## src/rtl/sfc_pkg.sv

```systemverilog
`default_nettype none
// ----------------------------------------------------------------------------
// sfc_pkg: shared types and constants for the sensor frame checker
// Frame byte positions, CRC-8 helper, conversion constants and the frame
// record passed from the front end to the conversion back end.
// ----------------------------------------------------------------------------
package sfc_pkg;

   // frame byte positions
   localparam int POS_W = 3;
   localparam logic [POS_W-1:0] POS_T_HI  = 3'd0;
   localparam logic [POS_W-1:0] POS_T_LO  = 3'd1;
   localparam logic [POS_W-1:0] POS_T_CRC = 3'd2;
   localparam logic [POS_W-1:0] POS_H_HI  = 3'd3;
   localparam logic [POS_W-1:0] POS_H_LO  = 3'd4;
   localparam logic [POS_W-1:0] POS_H_CRC = 3'd5;

   // crc-8, polynomial 0x31, seed 0xff, msb first, no final xor
   localparam logic [7:0] CRC_INIT = 8'hFF;
   localparam logic [7:0] CRC_POLY = 8'h31;

   // conversion constants (q8 results)
   localparam int WORD_W  = 16;
   localparam int TEMP_W  = 17;
   localparam int HUM_W   = 15;
   localparam int TPROD_W = 24;
   localparam int HPROD_W = 23;
   localparam logic [7:0]        TEMP_SCALE  = 8'd175;
   localparam logic [7:0]        HUM_SCALE   = 8'd100;
   localparam logic [TEMP_W-1:0] TEMP_OFFSET = 17'd11520;

   // frame queue
   localparam int QUEUE_DEPTH = 2;
   localparam int QPTR_W      = 1;
   localparam int QCNT_W      = 2;

   // one checked frame handed to the back end
   typedef struct packed {
      logic [WORD_W-1:0] temp_word;
      logic [WORD_W-1:0] hum_word;
      logic              crc_bad;
   } frame_rec_type;

   // one byte through the crc
   function automatic logic [7:0] crc8_update(input logic [7:0] crc, input logic [7:0] b);
      logic [7:0] c;
      c = crc ^ b;
      for (int k = 0; k < 8; k++) begin
         if (c[7]) begin
            c = {c[6:0], 1'b0} ^ CRC_POLY;
         end else begin
            c = {c[6:0], 1'b0};
         end
      end
      return c;
   endfunction

endpackage
`default_nettype wire

```

## src/rtl/sfc_front.sv

```systemverilog
`default_nettype none
// ----------------------------------------------------------------------------
// sfc_front: frame byte parser and crc checker
// Tracks the byte position, runs the crc over each word, assembles the two
// words and pushes one frame record on the last byte.
// ----------------------------------------------------------------------------
module sfc_front
   import sfc_pkg::*;
(
   input  wire logic          clock,
   input  wire logic          reset,
   input  wire logic          byte_valid,
   input  wire logic [7:0]    byte_data,
   input  wire logic          byte_first,
   output frame_rec_type      rec_data,
   output logic               rec_push
);

   logic [POS_W-1:0]  pos_ff, pos_in, pos_eff;
   logic [7:0]        crc_ff, crc_in;
   logic [WORD_W-1:0] temp_ff, temp_in;
   logic [WORD_W-1:0] hum_ff, hum_in;
   logic              tbad_ff, tbad_in;
   logic [7:0]        crc_next;

   // effective position: a frame start or an unused code restarts the frame
   assign pos_eff  = (byte_first || (pos_ff > POS_H_CRC)) ? POS_T_HI : pos_ff;
   assign crc_next = crc8_update((pos_eff == POS_T_HI || pos_eff == POS_H_HI) ?
                                 CRC_INIT : crc_ff, byte_data);

   // per-position update
   always_comb begin
      pos_in   = pos_ff;
      crc_in   = crc_ff;
      temp_in  = temp_ff;
      hum_in   = hum_ff;
      tbad_in  = tbad_ff;
      rec_push = 1'b0;
      rec_data.temp_word = temp_ff;
      rec_data.hum_word  = hum_ff;
      rec_data.crc_bad   = tbad_ff || (crc_ff != byte_data);
      if (byte_valid) begin
         pos_in = pos_eff + 3'd1;
         case (pos_eff)
            POS_T_HI: begin
               crc_in  = crc_next;
               temp_in = {byte_data, 8'h00};
            end
            POS_T_LO: begin
               crc_in  = crc_next;
               temp_in = {temp_ff[15:8], byte_data};
            end
            POS_T_CRC: begin
               tbad_in = (crc_ff != byte_data);
               crc_in  = CRC_INIT;
            end
            POS_H_HI: begin
               crc_in = crc_next;
               hum_in = {byte_data, 8'h00};
            end
            POS_H_LO: begin
               crc_in = crc_next;
               hum_in = {hum_ff[15:8], byte_data};
            end
            default: begin
               crc_in   = CRC_INIT;
               pos_in   = POS_T_HI;
               rec_push = 1'b1;
            end
         endcase
      end
   end

   // state registers
   always_ff @(posedge clock) begin
      if (reset) begin
         pos_ff  <= POS_T_HI;
         crc_ff  <= CRC_INIT;
         temp_ff <= '0;
         hum_ff  <= '0;
         tbad_ff <= 1'b0;
      end else begin
         pos_ff  <= pos_in;
         crc_ff  <= crc_in;
         temp_ff <= temp_in;
         hum_ff  <= hum_in;
         tbad_ff <= tbad_in;
      end
   end

endmodule
`default_nettype wire

```

## src/rtl/sfc_queue.sv

```systemverilog
`default_nettype none
// ----------------------------------------------------------------------------
// sfc_queue: two-entry frame record queue
// Decouples the byte front end from the conversion back end.
// ----------------------------------------------------------------------------
module sfc_queue
   import sfc_pkg::*;
(
   input  wire logic          clock,
   input  wire logic          reset,
   input  wire logic          push,
   input  wire frame_rec_type push_data,
   output logic               not_full,
   input  wire logic          pop,
   output frame_rec_type      pop_data,
   output logic               not_empty
);

   frame_rec_type     mem_ff [QUEUE_DEPTH];
   logic [QPTR_W-1:0] wr_ptr_ff, rd_ptr_ff;
   logic [QCNT_W-1:0] count_ff;
   logic              do_push, do_pop;

   assign not_full  = (count_ff != QCNT_W'(QUEUE_DEPTH));
   assign not_empty = (count_ff != '0);
   assign do_push   = push && not_full;
   assign do_pop    = pop && not_empty;
   assign pop_data  = mem_ff[rd_ptr_ff];

   // storage
   always_ff @(posedge clock) begin
      if (do_push) begin
         mem_ff[wr_ptr_ff] <= push_data;
      end
   end

   // pointers and fill count
   always_ff @(posedge clock) begin
      if (reset) begin
         wr_ptr_ff <= '0;
         rd_ptr_ff <= '0;
         count_ff  <= '0;
      end else begin
         if (do_push) begin
            wr_ptr_ff <= wr_ptr_ff + 1'b1;
         end
         if (do_pop) begin
            rd_ptr_ff <= rd_ptr_ff + 1'b1;
         end
         count_ff <= count_ff + QCNT_W'(do_push) - QCNT_W'(do_pop);
      end
   end

`ifndef SYNTHESIS
   a_count_bound: assert property (@(posedge clock) disable iff (reset)
      count_ff <= QCNT_W'(QUEUE_DEPTH))
      else $error("queue fill count beyond depth");
   a_no_overflow: assert property (@(posedge clock) disable iff (reset)
      push |-> not_full)
      else $error("frame record pushed into full queue");
   a_count_track: assert property (@(posedge clock) disable iff (reset)
      (do_push && !do_pop) |=> (count_ff == $past(count_ff) + 1'b1))
      else $error("fill count did not follow push");
`endif

endmodule
`default_nettype wire

```

## src/rtl/sfc_back.sv

```systemverilog
`default_nettype none
// ----------------------------------------------------------------------------
// sfc_back: frame conversion back end
// Scales the two words to q8 units in a multiply stage and an output
// register stage, zeroing both values on a crc failure.
// ----------------------------------------------------------------------------
module sfc_back
   import sfc_pkg::*;
(
   input  wire logic              clock,
   input  wire logic              reset,
   input  wire logic              rec_valid,
   input  wire frame_rec_type     rec_data,
   output logic                   rec_pop,
   output logic                   out_valid,
   input  wire logic              out_ready,
   output logic [TEMP_W-1:0]      out_temp,
   output logic [HUM_W-1:0]       out_hum,
   output logic                   out_bad
);

   logic               s1_valid_ff, s2_valid_ff;
   logic [TPROD_W-1:0] tprod_ff;
   logic [HPROD_W-1:0] hprod_ff;
   logic               s1_bad_ff;
   logic [TEMP_W-1:0]  temp_ff, temp_in;
   logic [HUM_W-1:0]   hum_ff, hum_in;
   logic               bad_ff;
   logic               s1_ready, s2_ready;

   // stage handshakes
   assign s2_ready = !s2_valid_ff || out_ready;
   assign s1_ready = !s1_valid_ff || s2_ready;
   assign rec_pop  = rec_valid && s1_ready;

   // final scaling and offset, zero on error
   always_comb begin
      if (s1_bad_ff) begin
         temp_in = '0;
         hum_in  = '0;
      end else begin
         temp_in = {1'b0, tprod_ff[TPROD_W-1:8]} - TEMP_OFFSET;
         hum_in  = hprod_ff[HPROD_W-1:8];
      end
   end

   // valid flags
   always_ff @(posedge clock) begin
      if (reset) begin
         s1_valid_ff <= 1'b0;
         s2_valid_ff <= 1'b0;
      end else begin
         if (s1_ready) begin
            s1_valid_ff <= rec_valid;
         end
         if (s2_ready) begin
            s2_valid_ff <= s1_valid_ff;
         end
      end
   end

   // multiply stage
   always_ff @(posedge clock) begin
      if (rec_pop) begin
         tprod_ff  <= TPROD_W'(rec_data.temp_word) * TPROD_W'(TEMP_SCALE);
         hprod_ff  <= HPROD_W'(rec_data.hum_word) * HPROD_W'(HUM_SCALE);
         s1_bad_ff <= rec_data.crc_bad;
      end
   end

   // output register
   always_ff @(posedge clock) begin
      if (s2_ready && s1_valid_ff) begin
         temp_ff <= temp_in;
         hum_ff  <= hum_in;
         bad_ff  <= s1_bad_ff;
      end
   end

   assign out_valid = s2_valid_ff;
   assign out_temp  = temp_ff;
   assign out_hum   = hum_ff;
   assign out_bad   = bad_ff;

`ifndef SYNTHESIS
   a_hold_stall: assert property (@(posedge clock) disable iff (reset)
      (out_valid && !out_ready) |=> (out_valid && $stable(out_temp) && $stable(out_bad)))
      else $error("result changed while stalled");
   a_zero_on_bad: assert property (@(posedge clock) disable iff (reset)
      (out_valid && out_bad) |-> (out_temp == '0 && out_hum == '0))
      else $error("non-zero values on crc failure");
   a_pop_needs_room: assert property (@(posedge clock) disable iff (reset)
      rec_pop |-> (!s1_valid_ff || !s2_valid_ff || out_ready))
      else $error("record popped with no room in pipeline");
`endif

endmodule
`default_nettype wire

```

## src/rtl/sensor_frame_crc_check_convert.sv

```systemverilog
`default_nettype none
// the result passes the frame queue, the multiply stage and the output register after the sixth frame byte is accepted
// throughput: one byte per cycle while the frame queue has room; at most one result per six bytes, queue of two frames
// the byte side stalls whenever the frame queue is full
// reset: synchronous, active high; clears position, crc, queue and valid flags
// ----------------------------------------------------------------------------
// sensor_frame_crc_check_convert: sensor frame crc check and conversion
// Checks the two crc-8 words of a six-byte sensor frame and converts the
// temperature and humidity words to q8 units.
// ----------------------------------------------------------------------------
module sensor_frame_crc_check_convert
   import sfc_pkg::*;
(
   input  wire logic        clock,
   input  wire logic        reset,
   input  wire logic        req_tvalid,
   output logic             req_tready,
   input  wire logic [7:0]  req_tdata,   // [7:0] data_byte
   input  wire logic        req_tuser,   // [0] frame_start
   output logic             rsp_tvalid,
   input  wire logic        rsp_tready,
   output logic [31:0]      rsp_tdata,   // [16:0] temperature_q8, [31:17] humidity_q8
   output logic             rsp_tuser    // [0] crc_error
);

   frame_rec_type     push_rec, pop_rec;
   logic              push, pop, q_not_full, q_not_empty;
   logic [TEMP_W-1:0] temp;
   logic [HUM_W-1:0]  hum;

   assign req_tready = q_not_full;

   // byte front end
   sfc_front u_front (
      .clock      (clock),
      .reset      (reset),
      .byte_valid (req_tvalid && q_not_full),
      .byte_data  (req_tdata),
      .byte_first (req_tuser),
      .rec_data   (push_rec),
      .rec_push   (push)
   );

   // frame queue
   sfc_queue u_queue (
      .clock     (clock),
      .reset     (reset),
      .push      (push),
      .push_data (push_rec),
      .not_full  (q_not_full),
      .pop       (pop),
      .pop_data  (pop_rec),
      .not_empty (q_not_empty)
   );

   // conversion back end
   sfc_back u_back (
      .clock     (clock),
      .reset     (reset),
      .rec_valid (q_not_empty),
      .rec_data  (pop_rec),
      .rec_pop   (pop),
      .out_valid (rsp_tvalid),
      .out_ready (rsp_tready),
      .out_temp  (temp),
      .out_hum   (hum),
      .out_bad   (rsp_tuser)
   );

   assign rsp_tdata = {hum, temp};

endmodule
`default_nettype wire

```

## config.mk

```make
export PLATFORM = sky130hd
export DESIGN_NAME = sensor_frame_crc_check_convert
export DESIGN_NICKNAME = d
export VERILOG_FILES = /design/src/rtl/sfc_pkg.sv /design/src/rtl/sfc_front.sv /design/src/rtl/sfc_queue.sv /design/src/rtl/sfc_back.sv /design/src/rtl/sensor_frame_crc_check_convert.sv
export SDC_FILE = /design/constraint.sdc
export NUM_CORES = 1
export LEC_CHECK = 0
export BUFFER_PORTS_ARGS = -buffer_cell sky130_fd_sc_hd__buf_4
export CORE_ASPECT_RATIO = 1.1
export CORE_UTILIZATION = 56
export CTS_CLUSTER_DIAMETER = 120
export DETAILED_ROUTE_END_ITERATION = 10
export GPL_TIMING_DRIVEN = 0
export PLACE_DENSITY = 0.73
export SETUP_SLACK_MARGIN = 0.5
export SYNTH_ARGS = -nofsm -noshare
export SYNTH_HDL_FRONTEND = slang
export SYNTH_HIERARCHICAL = 1
export SYNTH_SLANG_ARGS = --single-unit
export TNS_END_PERCENT = 30
```

## constraint.sdc

```tcl
create_clock -name clock -period 8.5 [get_ports clock]
set_input_delay 1.7 -clock clock [delete_from_list [all_inputs] [get_ports clock]]
set_output_delay 1.7 -clock clock [all_outputs]
set_load 0.01 [all_outputs]
```

==> metrics.yaml, run 1 <==
hold_violations: 0
drv_slew: 0
cts_resized: 0
cts.path.max_buffers: 2
synthTopCellsByArea: "edfxtp_1 34%, ha_1 13%, fa_1 11%"
ant_nets: 0
grt_usage_pct: 19.3
violations: "design-rule violations"
final_cell_area_mm2: 0.0129
wl_per_cell_um: 14.9
required_ps: 8680
routabilityCongestion: 0.822
vias_per_cell: 5.29
min_path_type: "reg -> reg"
fp.dieW_um: 139
post-dp-hpwl_um: 14700
maxCapViolCount: 0
setup_violations: 0
placed_area_mm2: 0.0123
num-nets-final: 1244
synth_flop_cell: "edfxtp_1"
root_buffer: "clkbuf_16"
drc: 8
yosysSeqAreaShare_pct: 42.7
slowest_delay_ps: 540
clock-sinks: 182
rsz0062_at_grt: "false"
synth_top_area_share_pct: 33.9
ys_ff_latch: 182
core-area_mm2: 0.0201
critPathLaunchType: "flip-flop"
drive_above_1_share_pct: 13.9
mostFrequentLayoutCells: "149 x inv_1, 131 x edfxtp_1, 124 x ha_1"
hold_buffers: 0
power_density_mw_per_mm2: 177
synth_cell_type_count: 79
gr-total-overflow: 0
period_needed_ps: 5150
io_buffers: 39
async_flop_share_pct: 0
drtPass1Iterations: 9
arrival_ps: 5330
crit_buf_inv: 4
fin_crit_sh_pct: 60.6
cts_tree: "built"
cp-end-kind: "flip-flop"
max_freq_mhz: 194
htreeDepth: 4
cts_setup_buffers: 0
grt_pass1_wl_um: 32500
cp_top_family: "adder cells"
std_cell_rows: 54
layout_commonest_cell: "inv_1"
die-area_mm2: 0.0213
ff2ff_path_depth: 16
cp_slowest_cell: "fa_1"
hold-path-cell-count: 0
clkLatencyLatePin_ps: 430
synthesis.area_mm2: 0.0116
grt_max_degree: 34
fp.dieH_um: 153
outcome: "finished with violations"
area_growth_pct: 10.9
skew_ps: 11.8
ys_warn_count: 6
vias: 6926
path_common_cell: "fa_1"
synth.largest_area_cell: "edfxtp_1"
initial_core_util_pct: 57.8
ir_drop_mv: 0.140
cp_max_fo: 10
p_leak_nw: 5.64
final_cells: 1310
syn_inst: 985
numCtsBuffers: 17
dp_cells: 1277
io_pins: 48
path_cells: "buf_2 -> buf_2 -> mux2_2 -> ha_1 -> fa_1 -> fa_1 -> inv_1 -> fa_1 -> inv_1 -> ha_1 -> a21oi_1 -> nor2b_1 -> nand4_1 -> and2_1 -> o41ai_1 -> xnor2_1"
slew_headroom_pct: 38.6
antenna_found_initial: 0
syn-num-nets: 1184
antenna_cells: 0
synth_edf_count: 131
crit_cells: 16
critical_path_class: "reg -> reg"
tns_ps: 0
drt_wl_total_um: 19500
syn_avg_cell_area_um2: 11.8
drtIter0Drc: 438
path_clk_slew_ps: 70
grt_pass1_vias: 6691
tightestPinTransition_ps: 919
==> area by class of cell <==
class	instances	area, µm²
Multi-Input combinational cell	621	5960
Timing Repair Buffer	41	340
Inverter	151	567
Sequential cell	182	4950
Tap cell	252	315
Buffer	31	140
Clock buffer	18	439
Fill cell	1550	7190
Clock inverter	14	154
==> kinds of logic after synthesis <==
family | synth area share, %
mux | 4.95
simple gates | 8.02
fa+ha+maj | 24.1
xor+xnor | 6.12
flops | 42.7
compound gates | 8.06
buf+inv | 6.09
==> state kept, by name, summed over array words and instances, names as in the netlist, 3 cells and up, named ones only <==
name             flops
u_front/hum_ff      16
u_back/tprod_ff     16
u_front/crc_ff       8
u_back/out_temp     17
u_queue/mem_ff      66
u_back/hprod_ff     15
u_back/out_hum      15
u_front/temp_ff     16
u_front/pos_ff       3
==> synthesized netlist by cell type, types with 4 or more instances <==
| cell | instances |
|---|---|
| a21o_1 | 6 |
| o21ai_1 | 4 |
| mux2_2 | 34 |
| a31oi_1 | 4 |
| nor2_1 | 78 |
| nor3_1 | 10 |
| edfxtp_1 | 131 |
| a21oi_1 | 31 |
| fa_1 | 62 |
| and3_1 | 6 |
| nand3_1 | 4 |
| ha_1 | 124 |
| xor2_1 | 16 |
| inv_1 | 150 |
| nand2b_1 | 11 |
| nand2_1 | 17 |
| nor2b_1 | 30 |
| clkbuf_1 | 16 |
| o21ai_0 | 14 |
| a22oi_1 | 18 |
| dfxtp_1 | 51 |
| buf_2 | 12 |
| nand4_1 | 4 |
| a211oi_1 | 9 |
| xnor2_1 | 42 |
| xor3_1 | 5 |
| mux2i_1 | 18 |
| o21a_1 | 5 |
==> per-stage QoR <==
stage | power, W | util, % | hold WS [ps] | setup WS (ps)
global placement | 0.00149 | 60.9 | 432 | 1720
finish | 0.00227 | 64.2 | 460 | 3350
CTS | 0.00229 | 64.0 | 462 | 3340
detailed placement | 0.00150 | 61.1 | 444 | 3340
global route | 0.00238 | 64.2 | 474 | 3100
floorplan | 0.00140 | - | 425 | 2970
==> worst reg2reg max path, cell delays in order, from the launching register on <==
cell	delay (ps)
dfxtp_1	310
buf_2	190
buf_2	290
mux2_2	470
ha_1	340
fa_1	520
fa_1	540
inv_1	50
fa_1	520
inv_1	40
ha_1	380
a21oi_1	270
nor2b_1	160
nand4_1	180
and2_1	200
o41ai_1	320
xnor2_1	100
==> where the power goes <==
| group | internal [W] | switching [W] |
|---|---|---|
| Clock | 0.000426 | 0.000364 |
| Sequential | 0.000978 | 0.00000884 |
| Combinational | 0.000222 | 0.000274 |
==> path summary, 6_finish.rpt <==
path | to | slack, ps | startpoint
setup / recovery | u_back/tprod_ff[23]$_DFFE_PP_ | 3350 | flip-flop
hold / removal | u_queue/mem_ff[1][29]$_DFFE_PP_ | 460 | u_front/temp_ff[12]$_SDFFE_PP0P_
setup reg to reg | u_back/tprod_ff[23]$_DFFE_PP_ | 3350 | flip-flop
hold reg to reg | u_queue/mem_ff[1][29]$_DFFE_PP_ | 460 | u_front/temp_ff[12]$_SDFFE_PP0P_
==> routing by layer <==
layer | share of wire [%] | GRT usage [%]
met4 | 1.6 | 6.30
met3 | 3.3 | 2.73
met2 | 48 | 32.6
met5 | 0 | 0
met1 | 47 | 25.7
Power figures use the tool's default switching activity.
==> run 2: changes to the inputs <==
clock period = 5.2 ns   (was 8.5 ns; I/O delays follow)
==> metrics.yaml, run 2 (synthesized netlist as in run 1, its figures left out) <==
slowest_delay_ps: 530  # was 540 ps
grt_max_degree: 34  # unchanged
fp.dieW_um: 139  # unchanged
p_leak_nw: 5.86  # was 5.64 nW
clkLatencyLatePin_ps: 430  # about the same
ff2ff_setup_slack_ps: 480  # was 3350 ps
antenna_found_initial: 0  # unchanged
drtIter0Drc: 441  # was 438
mostFrequentLayoutCells: "147 x inv_1, 131 x edfxtp_1, 106 x ha_1"  # was 149 x inv_1, 131 x edfxtp_1, 124 x ha_1
antenna_cells: 0  # unchanged
cp_slowest_cell: "fa_1"  # unchanged
placed_area_mm2: 0.0123  # unchanged
io_pins: 48  # unchanged
numCtsBuffers: 17  # unchanged
max_freq_mhz: 212  # was 194 MHz
num-nets-final: 1272  # was 1244
layout_commonest_cell: "inv_1"  # unchanged
gr-total-overflow: 0  # unchanged
grt_pass1_vias: 7044  # was 6691
required_ps: 5370  # was 8680 ps
die-area_mm2: 0.0213  # unchanged
area_growth_pct: 17.2  # was 10.9%
period_needed_ps: 4720  # was 5150 ps
hold_violations: 0  # unchanged
initial_core_util_pct: 57.8  # unchanged
skew_ps: 8.24  # was 11.8 ps
hold_end: "u_queue/mem_ff[1][30]$_DFFE_PP_"  # was u_queue/mem_ff[1][29]$_DFFE_PP_
fp.dieH_um: 153  # unchanged
ir_drop_mv: 0.208  # was 0.140 mV
outcome: "finished with violations"  # unchanged
cts.path.max_buffers: 2  # unchanged
path_clk_slew_ps: 70  # about the same
setup_violations: 0  # unchanged
core-area_mm2: 0.0201  # unchanged
arrival_ps: 4890  # was 5330 ps
io_buffers: 39  # unchanged
ant_nets: 0  # unchanged
drc: 5  # was 8
clock-sinks: 182  # unchanged
fin_crit_sh_pct: 90.7  # was 60.6%
root_buffer: "clkbuf_16"  # unchanged
critical_path_class: "reg -> reg"  # unchanged
drt_wl_total_um: 21300  # was 19500 µm
fin_util_pct: 67.8  # was 64.2%
largest_register_ffs: 66  # unchanged
final_cell_area_mm2: 0.0136  # was 0.0129 mm²
vias: 7261  # was 6926
violations: "design-rule violations"  # unchanged
grt_pass1_wl_um: 33900  # was 32500 µm
drv_slew: 0  # unchanged
drive_above_1_share_pct: 19.3  # was 13.9%
slew_headroom_pct: 37.9  # was 38.6%
critPathLaunchType: "flip-flop"  # unchanged
std_cell_rows: 54  # unchanged
maxCapViolCount: 0  # unchanged
r2r-end: "u_back/tprod_ff[23]$_DFFE_PP_"  # unchanged
power_density_mw_per_mm2: 288  # was 177 mW/mm²
cp_max_fo: 7  # was 10
drtPass1Iterations: 10  # was 9
path_common_cell: "fa_1"  # unchanged
ff2ff_path_depth: 16  # unchanged
hp-start: "u_front/temp_ff[13]$_SDFFE_PP0P_"  # was u_front/temp_ff[12]$_SDFFE_PP0P_
routabilityCongestion: 0.821  # was 0.822
wl_per_cell_um: 15.9  # was 14.9 µm
cp-end-kind: "flip-flop"  # unchanged
vias_per_cell: 5.43  # was 5.29
tightestPinTransition_ps: 930  # was 919 ps
grt_usage_pct: 20.1  # was 19.3%
cts_tree: "built"  # unchanged
largest-register: "u_queue/mem_ff"  # unchanged
htreeDepth: 4  # unchanged
post-dp-hpwl_um: 14900  # was 14700 µm
total_power_w: 0.00392  # was 0.00227 W
rsz0062_at_grt: "true"  # was false
min_path_type: "reg -> reg"  # unchanged
timing.hold.ws_ps: 457  # was 460 ps
path_cells: "buf_12 -> clkbuf_16 -> mux2_4 -> ha_4 -> fa_1 -> fa_1 -> inv_1 -> fa_1 -> inv_1 -> ha_4 -> a21oi_4 -> o21a_1 -> nand4_1 -> and2_4 -> o41ai_4 -> xnor2_1"  # was buf_2 -> buf_2 -> mux2_2 -> ha_1 -> fa_1 -> fa_1 -> inv_1 -> fa_1 -> inv_1 -> ha_1 -> a21oi_1 -> nor2b_1 -> nand4_1 -> and2_1 -> o41ai_1 -> xnor2_1
hold-path-cell-count: 0  # unchanged
==> run 2: worst max path at each step <==
stage                         start                             to  slack [ps]  cells after the start
after global routing      flip-flop  u_back/tprod_ff[23]$_DFFE_PP_         370                     16
after floorplan           flip-flop  u_back/tprod_ff[16]$_DFFE_PP_         540                     16
final                     flip-flop  u_back/tprod_ff[23]$_DFFE_PP_         480                     16
after global placement    flip-flop  u_back/tprod_ff[23]$_DFFE_PP_          70                     16
after detailed placement  flip-flop  u_back/tprod_ff[23]$_DFFE_PP_         -20                     16
after CTS                 flip-flop  u_back/tprod_ff[16]$_DFFE_PP_         500                     18
==> run 2: repair_timing <==
action                     4_1_cts  5_1_grt
setup endpoints to repair       13       12
pin swaps                        6       32
cloned                           0        1
hold buffers                     0        0
gates resized for setup         37       41
buffers inserted                 4       23
==> run 2: worst max-delay path, delay by kind of cell (launching register included) <==
kind	cells	cell delay, ps
flops	1	340
simple gates	2	460
buf+inv	4	420
fa+ha+maj	5	2040
xor+xnor	1	110
compound gates	3	740
mux	1	360
==> run 2: routing by layer <==
metal | up-vias | share of wire (%) | GRT usage (%)
met3 | 28 | 3.5 | 2.73
met4 | 0 | 1.4 | 5.61
met2 | 178 | 50 | 35.3
met1 | 3499 | 45 | 26.0
met5 | - | 0 | 0
li1 | 3556 | - | -
==> run 2: report_power, final <==
| group | total (W) | internal (W) | switching (W) |
|---|---|---|---|
| logic | 0.000996 | 0.000460 | 0.000535 |
| clock network | 0.00131 | 0.000728 | 0.000581 |
| registers | 0.00161 | 0.00160 | 0.0000149 |
| total | 0.00392 | 0.00279 | 0.00113 |
==> run 2: cell type report <==
cell class                 instances  area, µm²
buffer                            31        191
clock buffer                      22        518
clock inverter                    10       93.8
fill                            1413       6460
inverter                         151        567
multi-input combinational        621       6380
sequential                       182       4960
tap                              252        315
timing repair buffer              69        584
==> run 2: stage by stage <==
stage | setup TNS [ps] | cells | setup slack, ps
floorplan | 0 | 985 | 541
global placement | 0 | 1276 | 71.9
detailed placement | -17.1 | 1277 | -17.1
CTS | 0 | 1313 | 502
global route | 0 | 1338 | 365
finish | 0 | 1338 | 481
